### src/hw/rtl/nfls_pkg.sv
// shared types and constants of the nearest-four light selector
package nfls_pkg;

    localparam int INDEX_W     = 8;
    localparam int OUT_SLOTS   = 4;
    localparam int COUNT_W     = 3;
    localparam int OUT_TDATA_W = 40;
    localparam int QUEUE_DEPTH = 4;
    localparam int QPTR_W      = 2;
    localparam int QCNT_W      = 3;

    localparam logic [INDEX_W-1:0] EMPTY_INDEX = 8'hFF;

    // per-light control travelling from front to back
    typedef struct packed {
        logic                last;
        logic                hit;
        logic [INDEX_W-1:0]  index;
    } light_tag_t;

endpackage

### src/hw/rtl/nfls_queue.sv
// short fifo decoupling distance front end from slot insertion
module nfls_queue #(
    parameter int WIDTH = 62
) (
    input  logic             clk,
    input  logic             rst_n,
    input  logic             push_valid,
    output logic             push_ready,
    input  logic [WIDTH-1:0] push_data,
    output logic             pop_valid,
    input  logic             pop_ready,
    output logic [WIDTH-1:0] pop_data
);

    logic [WIDTH-1:0]              mem_reg [nfls_pkg::QUEUE_DEPTH];
    logic [nfls_pkg::QPTR_W-1:0]   wr_ptr_reg;
    logic [nfls_pkg::QPTR_W-1:0]   rd_ptr_reg;
    logic [nfls_pkg::QCNT_W-1:0]   fill_reg;
    logic [nfls_pkg::QCNT_W-1:0]   fill_next;
    logic                          do_push;
    logic                          do_pop;

    assign push_ready = fill_reg != nfls_pkg::QCNT_W'(nfls_pkg::QUEUE_DEPTH);
    assign pop_valid  = fill_reg != '0;
    assign pop_data   = mem_reg[rd_ptr_reg];
    assign do_push    = push_valid && push_ready;
    assign do_pop     = pop_valid && pop_ready;

    always_comb
    begin
        fill_next = fill_reg;
        if (do_push && !do_pop)
            fill_next = fill_reg + 1'b1;
        else if (do_pop && !do_push)
            fill_next = fill_reg - 1'b1;
    end

    always_ff @(posedge clk or negedge rst_n)
    begin
        if (!rst_n)
        begin
            wr_ptr_reg <= '0;
            rd_ptr_reg <= '0;
            fill_reg   <= '0;
        end
        else
        begin
            fill_reg <= fill_next;
            if (do_push)
                wr_ptr_reg <= wr_ptr_reg + 1'b1;
            if (do_pop)
                rd_ptr_reg <= rd_ptr_reg + 1'b1;
        end
    end

    always_ff @(posedge clk)
    begin
        if (do_push)
            mem_reg[wr_ptr_reg] <= push_data;
    end

endmodule

### config.mk
export PLATFORM = sky130hd
export DESIGN_NAME = nfls_queue
export DESIGN_NICKNAME = d
export VERILOG_FILES = /design/src/hw/rtl/nfls_pkg.sv /design/src/hw/rtl/nfls_queue.sv
export SDC_FILE = /design/constraint.sdc
export NUM_CORES = 1
export LEC_CHECK = 0
export BUFFER_PORTS_ARGS = -buffer_cell sky130_fd_sc_hd__buf_2
export CAP_MARGIN = 10
export CORE_MARGIN = 4
export CORE_UTILIZATION = 40
export DETAILED_ROUTE_END_ITERATION = 7
export REMOVE_ABC_BUFFERS = 1
export SLEW_MARGIN = 5
export SYNTH_ARGS = -nofsm -noshare
export SYNTH_HDL_FRONTEND = slang
export SYNTH_SLANG_ARGS = --single-unit
### constraint.sdc
create_clock -name clk -period 3.5 [get_ports clk]
set_input_delay 0.7 -clock clk [delete_from_list [all_inputs] [get_ports clk]]
set_output_delay 0.7 -clock clk [all_outputs]
set_load 0.01 [all_outputs]
==> results by group <==
Timing
  – Final Cycle Share: 88.3%
  – Fmax: 0.324 GHz
  – RSZ-0062 raised after global routing: no
  – Measured slew at the worst slew-check pin: 0.576 ns
  – Rel. slew slack: 61.6%
  – Final Hold Vio Count: 0
  – Min Tclk post-route: 3.09 ns
  – Slew Viols, Final: 0
  – Finish-stage setup viols: 0
  – Skew final: 0.0109 ns
  – WHS: 0.401 ns

Routing
  – Routed WL: 17300 microns
  – Initial drt markers: 142
  – Vias: 4109
  – DRC: 0
  – Number of vias per cell: 4.87
  – ANT nets after route: 0
  – DR pass1 iterations: 4
  – Routed wire per std cell: 20.4 microns

Worst setup path
  – Critical Path AT: 2.39 ns
  – Critical Path Start: rd_ptr_reg[0]
  – Startpoint types: flip-flop
  – Flop-to-flop setup slack: 1.38 ns
  – Worst R2R Start: fill_reg[0]
  – Worst Setup EP: pop_data[37]
  – Crit Path Category: reg -> out
  – R2R Path End: fill_reg[2]
  – WP data required: 2.80 ns
  – Max Fanout on Critical Path: 30
  – Reg2Reg Depth: 8
  – CP Capture Type: primary output

Floorplanning
  – Initial Util: 41.2%
  – Chip width: 162 microns
  – I/O pin count: 130
  – Area of the core: 0.0229 sq mm
  – Die height: 162 microns
  – Standard-cell rows: 55
  – Die Footprint: 0.0261 sq mm

Placement
  – I/O Buffers: 129
  – GPL Wtd Cong: 0.721
  – Post-DP HPWL: 10300 microns

Power and ir drop
  – Total leakage power: 3.87 nW
  – VDD IR max: 582 uV
  – Power per standard cell area: 860 mW/mm^2

GRT
  – First-pass GRT wire length: 27300 microns
  – Antenna violations before repair: 0
  – Grt total ovfl: 0
  – Largest net degree at the start of global routing: 34
  – Vias in the first global route: 4700
  – Global Route Usage Sum: 13.4%

Yosys
  – Synth Area per Inst: 26.3 sq um
  – Netlist cell types: 19
  – Yosys warns: 0
  – Syn Std Cell Area: 0.00943 sq mm
  – Flops & latches, synth: 255
  – Sequential share of the synthesized area: 80.8%
  – Cells after Synth: 359

Clock tree
  – Number of buffers on the longest clock path: 3
  – Post-CTS Setup Repair Bufs: 0
  – # H-tree levels: 1
  – Clock sinks: 255
  – Clock root cell: clkbuf_16
  – CTS Buf Count: 27
  – Clock Latency Late Sink: 0.51 ns
  – PostCTS Resize Cnt: 0
  – Worst-path clk slew: 0.06 ns
  – CTS tree: built
  – Hold_buf cts: 1

Final layout
  – Max FFs per register: 248
  – Layout cell share with drive strength beyond 1: 45.6%
  – Commonest non-fill, non-tap cell in the layout: edfxtp_1
  – Nets: 584
  – Area grow syn2layout: 20.2%
  – Utilization after layout: 49.5%
  – Most frequent cells in the layout: edfxtp_1 (248), buf_2 (129), mux4_2 (58)
  – N_diodes: 0

Flow run
  – Max-cap violations: 0

Status
  – Status: complete, no violations

Worst hold path
  – Worst Hold Class: in -> reg
  – Hold depth: 1
-- metrics by stage --
stage	std cells	area (sq um)	TNS (ns)	power, mW	setup WS (ns)
floorplan	345	9270	-23.24	6.03	-0.436
global placement	795	10500	0	7.09	0.891
detailed placement	795	10500	0	7.16	0.884
CTS	844	11300	0	9.96	0.321
global route	844	11300	0	10.3	0.243
finish	844	11300	0	9.75	0.410
-- worst max-delay path, cell delays in order (launching register included) --
cell     delay, ns
dfrtp_4       0.78
buf_12        0.34
mux4_2        0.56
buf_2         0.16
-- cells in the mapped netlist --
library cell / instances / share of area (%)
edfxtp_1: 248 / 79
mux4_2: 58 / 14
buf_2: 7 / 0.37
dfrtp_1: 7 / 1.9
buf_12: 6 / 1.3
ha_1: 5 / 0.66
and2_1: 4 / 0.27
mux4_1: 4 / 1.1
xnor2_1: 4 / 0.37
inv_1: 3 / 0.12
mux2_2: 2 / 0.24
nand2_1: 2 / 0.080
nor2_1: 2 / 0.080
xor2_1: 2 / 0.19
a21boi_2: 1 / 0.12
buf_6: 1 / 0.12
fa_1: 1 / 0.21
nand3_1: 1 / 0.053
or3_1: 1 / 0.066
-- logic make-up (layout without fill, tap and decap cells) --
| group | count (synthesis) | in the layout | share of synthesized area (%) |
|---|---|---|---|
| AO/OA/AOI/OAI | 1 | 1 | 0.119 |
| AND/OR/NAND/NOR | 10 | 10 | 0.544 |
| flip-flops | 255 | 255 | 80.8 |
| multiplexers | 64 | 64 | 15.2 |
| buffers and inverters | 17 | 189 | 1.88 |
| XOR/XNOR | 6 | 6 | 0.557 |
| adder cells (fa/ha/maj) | 6 | 6 | 0.876 |
-- where the power goes --
part	total (mW)	internal [mW]	switching [mW]	leakage [nW]
Combinational	2.63	1.29	1.34	1.10
Sequential	4.36	4.04	0.314	2.35
Clock	2.77	1.70	1.06	0.419
Total	9.75	7.04	2.71	3.87
-- routing by layer --
metal  track usage, %  up-vias  wire [microns]
met4             2.75        0             306
met2             23.3      110            8760
met5                0        -               0
met1             17.3     2132            7170
li1                 -     1842               -
met3             3.39       25            1010
-- worst min path at each step --
stage | from | endpoint | slack, ns
after floorplan | rst_n | fill_reg[0] | 0.40
after global placement | fill_reg[2] | fill_reg[2] | 0.51
after detailed placement | fill_reg[2] | fill_reg[2] | 0.52
after CTS | push_data[60] | mem_reg[2][60] | 0.37
after global routing | push_data[15] | mem_reg[0][15] | 0.37
final | push_data[29] | mem_reg[1][29] | 0.40
-- final cells by class --
class | count | area, sq um
Clock inverter | 15 | 178
Fill cell | 1840 | 11600
Timing Repair Buffer | 138 | 791
Clock buffer | 33 | 698
Inverter | 3 | 11.3
Tap cell | 313 | 392
Sequential cell | 255 | 7630
Multi-Input combinational cell | 87 | 1640
Power figures use the tool's default switching activity.
