**config.mk**
```make
export PLATFORM = sky130hd
export DESIGN_NAME = nfls_back
export DESIGN_NICKNAME = d
export VERILOG_FILES = /design/src/hw/rtl/nfls_pkg.sv /design/src/hw/rtl/nfls_back.sv
export SDC_FILE = /design/constraint.sdc
export NUM_CORES = 1
export LEC_CHECK = 0
export BUFFER_PORTS_ARGS = -buffer_cell sky130_fd_sc_hd__buf_4
export CAP_MARGIN = 20
export CORE_ASPECT_RATIO = 1.1
export CORE_UTILIZATION = 59
export DETAILED_ROUTE_END_ITERATION = 12
export PLACE_DENSITY_LB_ADDON = 0.08
export SYNTH_ARGS = -nofsm -noshare
export SYNTH_HDL_FRONTEND = slang
export SYNTH_SLANG_ARGS = --single-unit
```
**constraint.sdc**
```tcl
create_clock -name clk -period 8 [get_ports clk]
set_input_delay 1.6 -clock clk [delete_from_list [all_inputs] [get_ports clk]]
set_output_delay 1.6 -clock clk [all_outputs]
set_load 0.01 [all_outputs]
```
**src/hw/rtl/nfls_pkg.sv**
```systemverilog
// shared types and constants of the nearest-four light selector
package nfls_pkg;

    localparam int INDEX_W     = 8;
    localparam int OUT_SLOTS   = 4;
    localparam int COUNT_W     = 3;
    localparam int OUT_TDATA_W = 40;
    localparam int QUEUE_DEPTH = 4;
    localparam int QPTR_W      = 2;
    localparam int QCNT_W      = 3;

    localparam logic [INDEX_W-1:0] EMPTY_INDEX = 8'hFF;

    // per-light control travelling from front to back
    typedef struct packed {
        logic                last;
        logic                hit;
        logic [INDEX_W-1:0]  index;
    } light_tag_t;

endpackage

```
**src/hw/rtl/nfls_back.sv**
```systemverilog
// back end: sorted slot insertion and result register
module nfls_back #(
    parameter int SLOTS     = 4,
    parameter int DIST_BITS = 52
) (
    input  logic                               clk,
    input  logic                               rst_n,
    input  logic                               in_valid,
    output logic                               in_ready,
    input  logic [DIST_BITS-1:0]               in_dist,
    input  nfls_pkg::light_tag_t               in_tag,
    output logic                               res_valid,
    input  logic                               res_ready,
    output logic [nfls_pkg::OUT_TDATA_W-1:0]   res_data
);

    localparam int IW = nfls_pkg::INDEX_W;
    localparam int CW = nfls_pkg::COUNT_W;

    logic [DIST_BITS-1:0] dist_reg [SLOTS];
    logic [IW-1:0]        idx_reg  [SLOTS];
    logic [DIST_BITS-1:0] dist_new [SLOTS];
    logic [IW-1:0]        idx_new  [SLOTS];
    logic [DIST_BITS-1:0] dist_prv [SLOTS];
    logic [IW-1:0]        idx_prv  [SLOTS];
    logic [SLOTS-1:0]     lt;
    logic [SLOTS-1:0]     prev_lt;

    logic [IW-1:0]        near [nfls_pkg::OUT_SLOTS];
    logic [CW-1:0]        found;

    logic                 res_valid_reg;
    logic                 res_valid_next;
    logic [nfls_pkg::OUT_TDATA_W-1:0] res_data_reg;
    logic                 take;

    // a last transaction waits until the result register is free
    assign in_ready = !in_tag.last || !res_valid_reg || res_ready;
    assign take     = in_valid && in_ready;

    // list is sorted, so lt is set from the insertion point onwards
    always_comb
    begin
        for (int i = 0; i < SLOTS; i++)
            lt[i] = in_tag.hit && (in_dist < dist_reg[i]);
        prev_lt     = SLOTS'(lt << 1);
        dist_prv[0] = in_dist;
        idx_prv[0]  = in_tag.index;
        for (int i = 1; i < SLOTS; i++)
        begin
            dist_prv[i] = dist_reg[i-1];
            idx_prv[i]  = idx_reg[i-1];
        end
        for (int i = 0; i < SLOTS; i++)
        begin
            if (!lt[i])
            begin
                dist_new[i] = dist_reg[i];
                idx_new[i]  = idx_reg[i];
            end
            else if (prev_lt[i])
            begin
                dist_new[i] = dist_prv[i];
                idx_new[i]  = idx_prv[i];
            end
            else
            begin
                dist_new[i] = in_dist;
                idx_new[i]  = in_tag.index;
            end
        end
    end

    genvar k;
    generate
        for (k = 0; k < nfls_pkg::OUT_SLOTS; k++)
        begin : g_out
            if (k < SLOTS)
            begin : g_used
                assign near[k] = idx_new[k];
            end
            else
            begin : g_empty
                assign near[k] = nfls_pkg::EMPTY_INDEX;
            end
        end
    endgenerate

    always_comb
    begin
        found = '0;
        for (int i = 0; i < nfls_pkg::OUT_SLOTS; i++)
            found = found + CW'(near[i] != nfls_pkg::EMPTY_INDEX);
    end

    always_ff @(posedge clk or negedge rst_n)
    begin
        if (!rst_n)
        begin
            for (int i = 0; i < SLOTS; i++)
            begin
                dist_reg[i] <= '1;
                idx_reg[i]  <= nfls_pkg::EMPTY_INDEX;
            end
        end
        else if (take)
        begin
            for (int i = 0; i < SLOTS; i++)
            begin
                if (in_tag.last)
                begin
                    dist_reg[i] <= '1;
                    idx_reg[i]  <= nfls_pkg::EMPTY_INDEX;
                end
                else
                begin
                    dist_reg[i] <= dist_new[i];
                    idx_reg[i]  <= idx_new[i];
                end
            end
        end
    end

    always_comb
    begin
        res_valid_next = res_valid_reg;
        if (take && in_tag.last)
            res_valid_next = 1'b1;
        else if (res_ready)
            res_valid_next = 1'b0;
    end

    always_ff @(posedge clk or negedge rst_n)
    begin
        if (!rst_n)
            res_valid_reg <= 1'b0;
        else
            res_valid_reg <= res_valid_next;
    end

    always_ff @(posedge clk)
    begin
        if (take && in_tag.last)
            res_data_reg <= nfls_pkg::OUT_TDATA_W'({found, near[3], near[2], near[1], near[0]});
    end

    assign res_valid = res_valid_reg;
    assign res_data  = res_data_reg;

endmodule

```
==> results, run 1 <==
- The number of flip-flops under the largest register name is 156.
- The area of the mapped netlist is 17700 um2.
- Setup repair after global routing left no endpoint under its margin.
- The met1 usage is 0.384.
- The worst hold margin is 496 ps.
- The overall routed net length is 45800 um.
- The headroom to the max-slew limit is 0.310.
- The first-pass iteration count of the detailed router is 5.
- The number of buffers added by the clock tree synthesis step is 31.
- In this run the number of cells on the critical path is 16.
- The number of antenna violations at the first check in global routing is 0.
- The number of primary I/O pins is 108.
- Among all stages on the critical path, the largest delay is contributed by nor2_4.
- The top flip-flop cell by instance count after synthesis is dfstp_2.
- STA classifies the critical path endpoint as a register.
- Post-CTS timing repair inserted 0 buffers for setup.
- Traced cell by cell, the critical path runs through buf_4 -> ha_1 -> a21o_1 -> a21o_1 -> a21oi_1 -> o21ai_0 -> o2111a_1 -> o31a_1 -> nor2_4 -> mux2i_1 -> or4_1 -> nor2_1 -> fa_1 -> inv_1 -> ha_1 -> ha_1.
- Static timing analysis puts the maximum clock frequency at 175 MHz.
- The met3 global-route usage is 0.0355.
- The min-delay analysis places its worst path in the category register to register.
- The most common cell after layout, fill and taps aside is a21oi_1.
- The pin slew with the least headroom to its limit is 1030 ps.
- The share of the Yosys chip area taken by registers is 0.416.
- The maximum level of the CTS H-tree is 1.
- The floorplan step defined a die boundary enclosing 30700 um2.
- For this block, the initial DRC count from the detailed router was 800.
- The die boundary height is 184 um.
- The combined global-route utilization of all metal layers is 0.306.
- The synthesized instance count is 2033.
- In the layout the commonest cells are a21oi_1, inv_1, dfstp_2.
- Summing all non-filler instances in the final layout gives an area of 19800 um2.
- During synthesis, Yosys emitted a total of 0 warnings.
- The total negative setup slack is 0 ps.
- For this configuration, the core starts out at a cell density of 0.600.
- The die is 167 um wide.
- Clock tree synthesis found a total of 276 sinks.
- Setup violations remaining at the end of the flow were counted as 0.
- The number of antenna cells inserted is 0.
- Compared with the post-synthesis result, the final layout area differs by 11.4%.
- The number of global-route vias before repair is 14834.
- The first global-routing pass estimated 75300 um of wire.
- The area taken by flip-flops and latches is 7380 um2.
- The number of hold violations in the final report is 0.
- The critical path contains buffers and inverters numbering 2 combined.
- After global routing the overflow that remains totals 0.
- The number of enable-type register cells in the synthesized netlist is 35.
- The clock tree skew after final layout is 13.4 ps.
- The flow ran to the end, and the final reports show no timing, DRC or antenna violations.
- The dominant delay contributor by cell family on the critical path is compound AO/OA/AOI/OAI gates.
- For this design, the CTS-stage hold fixing added 0 buffers.
- The final critical delay including setup and external delays is 5720 ps.
- For the worst setup path, the data arrival time is 6040 ps.
- The endpoint required time on the critical path is 8320 ps.
- In this design, the critical path's most frequently occurring cell is ha_1.
- The area of the placeable core is 29600 um2.
- Summing all multi-input logic gate instances after layout gives 9010 um2.
- In this design, the stage delay of the slowest critical-path cell is 580 ps.
- Of the cells placed in the final design, the portion with a size suffix greater than 1 is 0.209.
- The standard cell area after detailed placement is 18800 um2.
- Dividing total power by cell area gives a power density of 242 nW/um2.
- For met2 alone, demand over resource in global routing was 0.539.
- For the worst flop-to-flop path, the logic depth is 16.
- In the final routed layout, each cell accounts on average for 18.5 um.
- The mean instance size in the synthesized netlist is 8.72 um2.
- The CTS tree is yes.
- In this run the clock root is driven by a clkbuf_16.
- The most crowded layer after global routing is met2.
- The residual DRC count is 0.
- The proportion of register bits with asynchronous set or reset after synthesis is 0.873.
- Entering global routing, the biggest net connects 172 pins.
- In this run, post-CTS repair resized a total of 0 instances.
- The layout has 2514 filler cells.
- The number of rows created at floorplan is 66.
- IR analysis of the VDD net gives a maximum drop of 0.000150 V.
- The average via count per standard cell is 5.97.
- The number of input and output port buffers inserted is 102.
- Dividing the final minimum period by the clock period gives 0.715.
- In this run the worst path has a maximum fanout of 27.
- The via count is 14764.
- The distinct cell type count of the synthesized netlist is 61.
- After clock tree synthesis, the clock-pin slew on the worst setup and hold paths is 60 ps.
- The congestion estimate from routability-driven global placement came to 0.895.
- The worst hold path passes through 2 cells.
- The total count of max-transition violations in the final report is 0.
- The net count reported at finish is 2351.
- Detailed placement finished with a half-perimeter wire length of 30300 um.
- For this design the static power due to leakage is 9.97 nW.
- The number of routed nets with antenna violations is 0.
- The max-cap violation count is 0.
- The later pin in the worst-skew pair is clocked with a latency of 570 ps.
- The startpoint type of the worst setup path is an input port.
- Synthesis inferred 276 register bits.
- The number of buffers on the longest clock path is 3.
- The path type of the worst setup path is input port to register.
## worst min-delay path: stages (launching register included)
cell and delay (ps):
dfstp_2 370, inv_1 60, a21oi_1 60
## logic make-up (layout without fill, tap and decap cells)
| family | count (synthesis) | after routing | synth area share |
|---|---|---|---|
| compound gates | 627 | 627 | 0.212 |
| fa+ha+maj | 207 | 207 | 0.147 |
| buf+inv | 364 | 428 | 0.0810 |
| flops | 276 | 276 | 0.416 |
| mux | 26 | 26 | 0.0155 |
| other cells | 1 | 5 | 0.000212 |
| simple gates | 532 | 532 | 0.128 |
## path summary, 6_finish.rpt
check | from | to | slack (ps)
max | in_dist[25] | res_data[33] | 2280
min reg2reg | dist_prv[52] | dist_prv[52] | 500
max reg2reg | dist_prv[129] | res_data[33] | 2910
max in group asynchronous | rst_n | dist_reg[7] | 5780
min | dist_prv[52] | dist_prv[52] | 500
min in group asynchronous | rst_n | res_valid | 1020
## report_power, final
group          leakage (nW)  switching [W]  internal [W]
Clock                 0.499       0.000583      0.000838
Combinational          6.61       0.000898      0.000538
Sequential             2.85      0.0000994       0.00183
Total                  9.97        0.00158       0.00320
## Yosys cell counts, drive strengths merged, types with 2 or more instances
master,count,share of area
a31oi,22,0.0078
o22a,10,0.0049
a221oi,6,0.0030
mux2,12,0.0076
nand3,5,0.0014
a21oi,285,0.080
o211ai,87,0.037
mux2i,14,0.0079
o2111ai,2,0.00099
inv,247,0.052
nor2b,7,0.0025
a2bb2oi,2,0.00099
o21ai,115,0.033
a211oi,14,0.0059
or3,2,0.00071
nand4,35,0.012
o31ai,7,0.0032
buf,45,0.013
nor2,212,0.045
a2111oi,2,0.00099
or4,4,0.0017
edfxtp,35,0.059
dfstp,240,0.36
nand2,208,0.044
ha,206,0.15
clkbuf,71,0.015
and3,3,0.0011
or2,2,0.00071
nor3,30,0.0085
o31a,5,0.0025
nand2b,5,0.0018
a21o,48,0.020
a221o,6,0.0034
a22oi,7,0.0030
nor4,12,0.0046
and4,4,0.0020
## metal layers
| layer | routed length (um) | up-vias |
|---|---|---|
| met4 | 1510 | 0 |
| met1 | 19700 | 7127 |
| met5 | 0 | - |
| met3 | 2230 | 107 |
| met2 | 22400 | 402 |
| li1 | - | 7128 |
## through the flow
stage | power (W) | setup WS (ps) | util | std cells
6_report | 0.00478 | 2280 | 0.668 | 2475
5_1_grt | 0.00509 | 2020 | 0.668 | 2475
4_1_cts | 0.00481 | 2310 | 0.668 | 2475
3_5_place_dp | 0.00337 | 1710 | 0.634 | 2419
3_3_place_gp | 0.00331 | 1560 | 0.634 | 2418
2_1_floorplan | 0.00293 | 2770 | - | 2037
## final cells by class
cell class | count | area share
sequential | 276 | 0.374
tap | 374 | 0.0237
inverter | 248 | 0.0471
clock buffer | 47 | 0.0458
multi-input combinational | 1397 | 0.456
timing repair buffer | 124 | 0.0488
clock inverter | 9 | 0.00500
Note: power is estimated with default switching activity, not from simulation.
==> run 2, diff against run 1 <==
- CORE_UTILIZATION: 59 -> 56
- clock period: 8 -> 4.96 ns (I/O delays scaled with it)
==> run 2 against run 1 <==
- routed wire length up 7.8%
- combinational power up 78%
- setup slack worse by 2000 ps
- die area up 5.3%
- critical endpoint unchanged
- highest routed layer unchanged
==> results, run 2 (synthesized netlist as in run 1, its figures left out) <==
- Prior to clock tree synthesis, the placed netlist has a worst setup slack of -238 ps.
- The register with the most flip-flops in the layout has 156 of them.
- The worst-skew pair later-pin latency is 570 ps.
- In this run the static leakage power is 10.6 nW.
- The top cell types in the final layout, fill and taps aside, are a21oi_1, inv_1, buf_4.
- The fill cell instance count of the final layout is 2552.
- Setup violations remaining at the end of the flow were counted as 0.
- Entering global routing, the biggest net connects 106 pins.
- In the final layout, the multi-input gates occupy 9010 um2.
- TritonCTS built the clock tree.
- The startpoint type of the worst setup path is an input port.
- The clock root buffer is clkbuf_16.
- The net count reported at finish is 2479.
- The first global-routing pass estimated 80400 um of wire.
- The number of input and output port buffers inserted is 102.
- The number of hold violations in the final report is 0.
- The residual DRC count is 0.
- At the pin with the least slew margin, the transition time is 981 ps.
- CTS built an H-tree with a depth of 1.
- The tree built by TritonCTS fans out to 276 sinks.
- The maximum clock rate is 215 MHz.
- Routability-driven placement finished with a final weighted congestion of 0.897.
- The smallest clock period supported by the final layout is computed as 4650 ps.
- The number of routed nets with antenna violations is 0.
- The overall die area is 32400 um2.
- In the final layout, the share of cells above drive strength 1 is 0.253.
- Gates resized during post-CTS repair numbered 0.
- Summing all flip-flop and latch instances after layout gives 7380 um2.
- Row generation in the floorplan step produced 67 rows.
- From synthesis to final layout, the design area changed by 17.8%.
- Data on the critical path is required at its endpoint by 5280 ps.
- The number of primary I/O pins is 108.
- The number of hold-repair buffers added at the cts stage is 0.
- The total count of max-transition violations in the final report was 0.
- In the finished design, the share of the clock period the worst path needs comes to 0.938.
- After the first detailed-routing iteration, the DRC count stood at 834.
- The number of antenna cells inserted is 0.
- The floorplan die width is 172 um.
- The final worst-path setup slack is 309 ps.
- The most common cell after layout, fill and taps aside is a21oi_1.
- The min-delay analysis places its worst path in the category input port to asynchronous set/reset pin.
- The number of antenna violations at the first check in global routing is 0.
- The longest clock path from root to sink contains 3 buffers.
- The detailed router placed 15314 vias in this run.
- In this run the worst path has a maximum fanout of 5.
- The sort of element at the end of the critical path is a register.
- In this run the tightest slew margin relative to its limit is 0.346.
- In this run the post-CTS setup repair buffer count came out at 0.
- The power density of the placed cells is 382 nW/um2.
- The die boundary height is 189 um.
- Summed over all nets, the half-perimeter wirelength after detailed placement is 33900 um.
- In the final routed layout, each cell accounts on average for 18.7 um.
- For this run the aggregate overflow at the end of global routing stands at 0.
- After detailed routing, the total wire length is 49400 um.
- The number of buffers added by the clock tree synthesis step is 30.
- The worst hold margin is 487 ps.
- The arrival time of data at the critical path endpoint is 4970 ps.
- Clock-pin slew was measured on the worst setup and hold paths at 60 ps.
- The flow ran to the end, and the final reports show no timing, DRC or antenna violations.
- The first-pass iteration count of the detailed router is 5.
- The combined global-route utilization of all metal layers is 0.315.
- The setup path with the least slack is of type input port to register.
- The area of the placeable core is 30800 um2.
- The maximum vdd ir drop is 0.000285 V.
- The average via count per standard cell is 5.79.
- Clock skew on the completed layout was measured at 14.9 ps.
- The design draws 0.00798 W.
- The starting utilization of the core area is 0.576.
- Max-cap violations in this run came to 0.
- Setup repair after global routing left no endpoint under its margin.
- The number of global-route vias before repair came to 15359.
## run 2: cell types whose count changed in the layout (fill, tap and decap cells not counted), sizes merged
cell,change
buf,+129
inv,-1
bufinv,+1
clkbuf,+1
clkinvlp,+1
clkinv,-2
## run 2: per-stage QoR
step / setup TNS [ps] / util / std cells / area [um2]
3_5_place_dp: -430 / 0.646 / 2587 / 19900
3_3_place_gp: -281 / 0.646 / 2587 / 19900
6_report: 0 / 0.679 / 2644 / 20900
2_1_floorplan: 0 / - / 2037 / 17700
5_1_grt: 0 / 0.679 / 2644 / 20900
4_1_cts: 0 / 0.678 / 2643 / 20900
## run 2: worst paths after layout
path | start | slack (ps) | cells past startpoint | end
worst max-delay path | in_dist[17] | 310 | 16 | res_data[33]
max in group asynchronous | rst_n | 3420 | 2 | dist_prv[114]
min in group clk | dist_prv[77] | 500 | 2 | dist_prv[77]
worst max register to register | dist_reg[17] | 340 | 16 | res_data[33]
worst min register to register | dist_prv[77] | 500 | 2 | dist_prv[77]
worst min-delay path | rst_n | 490 | 1 | res_valid
## run 2: layer usage
metal	vias to the layer above	part of all wire	track usage
met5	-	0	0
met4	0	0.031	0.108
met3	99	0.053	0.0353
met2	432	0.48	0.535
met1	7371	0.43	0.413
li1	7412	-	-
## run 2: area by class of cell
class | count | area share
sequential | 276 | 0.354
inverter | 248 | 0.0446
tap | 414 | 0.0248
clock inverter | 8 | 0.00563
multi-input combinational | 1397 | 0.431
clock buffer | 48 | 0.0421
timing repair buffer | 253 | 0.0979
## run 2: where the power goes
part           internal, W  total (W)  switching, W
registers          0.00294    0.00311      0.000167
logic              0.00104    0.00256       0.00152
clock network      0.00136    0.00231      0.000951
total              0.00534    0.00798       0.00264
## run 2: worst max-delay path: stages
cell and delay [ps]:
buf_4 140, ha_1 310, a21o_1 180, a21o_1 180, a221oi_1 280, o21ai_0 120
a31oi_1 340, o31a_1 320, o311ai_4 180, mux2i_1 180, or4_1 580, nor4_2 300
fa_1 440, inv_1 70, ha_1 140, ha_1 220
==> run 3, diff against run 2 <==
--- a/config.mk
+++ b/config.mk
@@ -12,4 +12,6 @@
 export DETAILED_ROUTE_END_ITERATION = 12
 export PLACE_DENSITY_LB_ADDON = 0.08
+export REMOVE_ABC_BUFFERS = 1
+export SLEW_MARGIN = 15
 export SYNTH_ARGS = -nofsm -noshare
 export SYNTH_HDL_FRONTEND = slang
==> constraint.sdc (replaced) <==
create_clock -name clk -period 4.96 [get_ports clk]
set_input_delay 0.992 -clock clk [delete_from_list [all_inputs] [get_ports clk]]
set_output_delay 0.992 -clock clk [all_outputs]
set_load 0.05 [all_outputs]
==> run 3 against run 2 <==
- combinational power is 5% higher
- register-to-register slack worse by 180 ps
- worst hold slack better by 2.4 ps
- non-clock buffer count is 7 higher
- count of clock-buffer cells in the layout unchanged
- first-iteration DRC count rose by 16%
- critical path type is now register to register
- sequential share of layout area about the same
- clock skew rose by 2.4 ps
- final cell count is 0.19% higher
- largest cell class unchanged
==> results, run 3 (synthesized netlist as in run 1, its figures left out) <==
- The run finished with clean final reports.
- The worst path in the final design needs a cycle of 4800 ps, including I/O delays and setup.
- The net count reported at finish is 2487.
- The starting utilization of the core area is 0.576.
- The total count of max-transition violations in the final report is 0.
- The clock sink count is 276.
- The die boundary height is 189 um.
- The power density of the placed cells is 385 nW/um2.
- The mean routed wirelength per cell is 18.5 um.
- The number of hold violations in the final report is 0.
- The worst hold path class is register to register.
- The headroom to the max-slew limit is 0.345.
- The overall routed net length is 49100 um.
- The path type of the worst setup path is register to register.
- In the routed design, unresolved DRC markers number 0.
- For the pin with the worst max-slew slack, the measured transition is 982 ps.
- Of the total power, combinational logic draws 0.335.
- The setup violation total in the final timing report is 0.
- In this run the power spent charging and discharging nets is 0.00270 W.
- Once placement finished, the instance area stood at 19800 um2.
- The total internal power is 0.00533 W.
- STA puts the critical path data required time at 5280 ps.
- At the end of routability-driven placement, the weighted congestion stood at 0.905.
- Entering global routing, the biggest net connects 121 pins.
- The maximum clock rate is 208 MHz.
- Including well taps, the total number of placed cells is 2594.
- For this run, the total global-route usage over all layers was measured as 0.312.
- The switching portion of total power is 0.337.
- Once layout is done, the placed cells without fillers occupy 20900 um2.
- The wire length of the first global-routing pass is 79300 um.
- Measured on the finished design, the core utilization comes to 0.678.
- After legalization and detailed placement, the total HPWL measured 33100 um.
- In this run the number of H-tree levels came out at 1.
- The fill cell instance count of the final layout is 2546.
- After floorplanning, the core was sized to cover 30800 um2.
- Between clock sinks in the finished design, the worst skew comes to 17.3 ps.
- The max-cap violation count is 0.
- Of the total power, the clock network draws 0.278.
- STA classifies the critical path endpoint as a register.
- The CTS tree is yes.
- In the layout the commonest cells are a21oi_1, buf_4, inv_1.
- The number of primary I/O pins is 108.
- The clock root buffer is clkbuf_16.
- The area growth from synthesis to layout is 17.6%.
- After clock tree synthesis, the clock-pin slew on the worst setup and hold paths is 60 ps.
- The number of input and output port buffers inserted is 102.
- Summing all multi-input logic gate instances after layout gives 9030 um2.
- The floorplan die width is 172 um.
- The most common cell after layout, fill and taps aside is a21oi_1.
- The number of buffers on the longest clock path is 3.
- The first detailed-routing pass ran for 8 iterations.
- The number of antenna violations at the first check in global routing was 0.
- The via count is 15553.
- The worst-case IR drop observed on VDD is 0.000322 V.
- The leakage power summed over all cells is 10.6 nW.
- The number of antenna diodes in the final layout is 0.
- The number of flip-flops under the largest register name is 156.
- The count of routing violations after the opening detailed-route iteration is 969.
- In the finished design, the share of the clock period the worst path needs comes to 0.968.
- Data arrives at the worst endpoint at 5120 ps.
- The later pin in the worst-skew pair is clocked with a latency of 570 ps.
- The post-CTS setup buffer count is 0.
- The number of buffers added by the clock tree synthesis step is 31.
- The count of nets left with antenna violations once routing finished came out at 0.
- Across the whole layout, storage elements account for 7380 um2.
- Of all nets on the critical path, the largest fanout is 6.
- After global routing the overflow that remains totals 0.
- The startpoint type of the worst setup path is a register.
- In the routed layout, each cell is associated on average with a via count of 5.87.
- The overall die area is 32400 um2.
- The number of global-route vias before repair is 15732.
- The tightest hold path in the finished design has a slack of 490 ps.
- The initialized floorplan defines 67 standard-cell rows.
- The fraction of final layout cells sized beyond drive strength 1 is 0.256.
- Of the total power, registers draw 0.388.
- The number of standard cells in the layout, taps in and fillers out is 2649.
- Setup repair after global routing left no endpoint under its margin.
==> run 3: repair_timing <==
item                       4_1_cts  5_1_grt
gates resized for setup          0        3
hold endpoints to repair         0        0
setup endpoints to repair        0        1
hold buffers                     0        0
==> run 3: worst max-delay path: stages, from the launching register on <==
cell and delay [ps]:
dfstp_2 520, inv_1 40, ha_1 260, a21o_1 100, a211oi_1 110, o31ai_2 450
a31oi_2 240, o31a_1 370, o311ai_4 580, mux2i_1 200, or4_4 590, nor4_4 200
fa_1 440, inv_1 70, ha_1 150, ha_1 230
==> run 3: layer usage <==
layer	share of wire	global-route usage	routed length, um
met1	0.43	0.401	21100
met2	0.48	0.531	23500
met3	0.060	0.0439	2950
met4	0.032	0.115	1590
met5	0	0	0
==> run 3: worst paths after layout <==
path / from / slack, ps / cells past startpoint / end
setup reg to reg: dist_reg[1] / 160 / 15 / res_data[33]
hold reg to reg: idx_prv[13] / 490 / 2 / idx_prv[13]
setup / recovery: dist_reg[1] / 160 / 15 / res_data[33]
max in group asynchronous: rst_n / 3390 / 2 / dist_prv[86]
hold / removal: idx_prv[13] / 490 / 2 / idx_prv[13]
min in group asynchronous: rst_n / 580 / 1 / res_valid
==> run 3: stage by stage <==
step | setup TNS, ps | power (W) | worst slack, ps
floorplan | -446240 | 0.00478 | -3160
global placement | -613 | 0.00568 | -316
detailed placement | -1010 | 0.00578 | -459
CTS | 0 | 0.00803 | 139
global route | 0 | 0.00852 | 16.0
finish | 0 | 0.00803 | 161
==> run 3: power by group through the flow <==
stage / Combinational (W) / Clock, W / Sequential (W)
global route: 0.00301 / 0.00236 / 0.00316
CTS: 0.00266 / 0.00226 / 0.00311
global placement: 0.00256 / 0 / 0.00313
finish: 0.00269 / 0.00223 / 0.00311
floorplan: 0.00159 / 0 / 0.00320
detailed placement: 0.00264 / 0 / 0.00314
==> run 3: area by class of cell <==
class / count / area share
clock buffers: 48 / 0.0427
well taps: 414 / 0.0248
multi-input cells: 1397 / 0.433
flip-flops and latches: 276 / 0.354
repair buffers: 260 / 0.0967
inverters: 248 / 0.0446
clock inverters: 6 / 0.00402
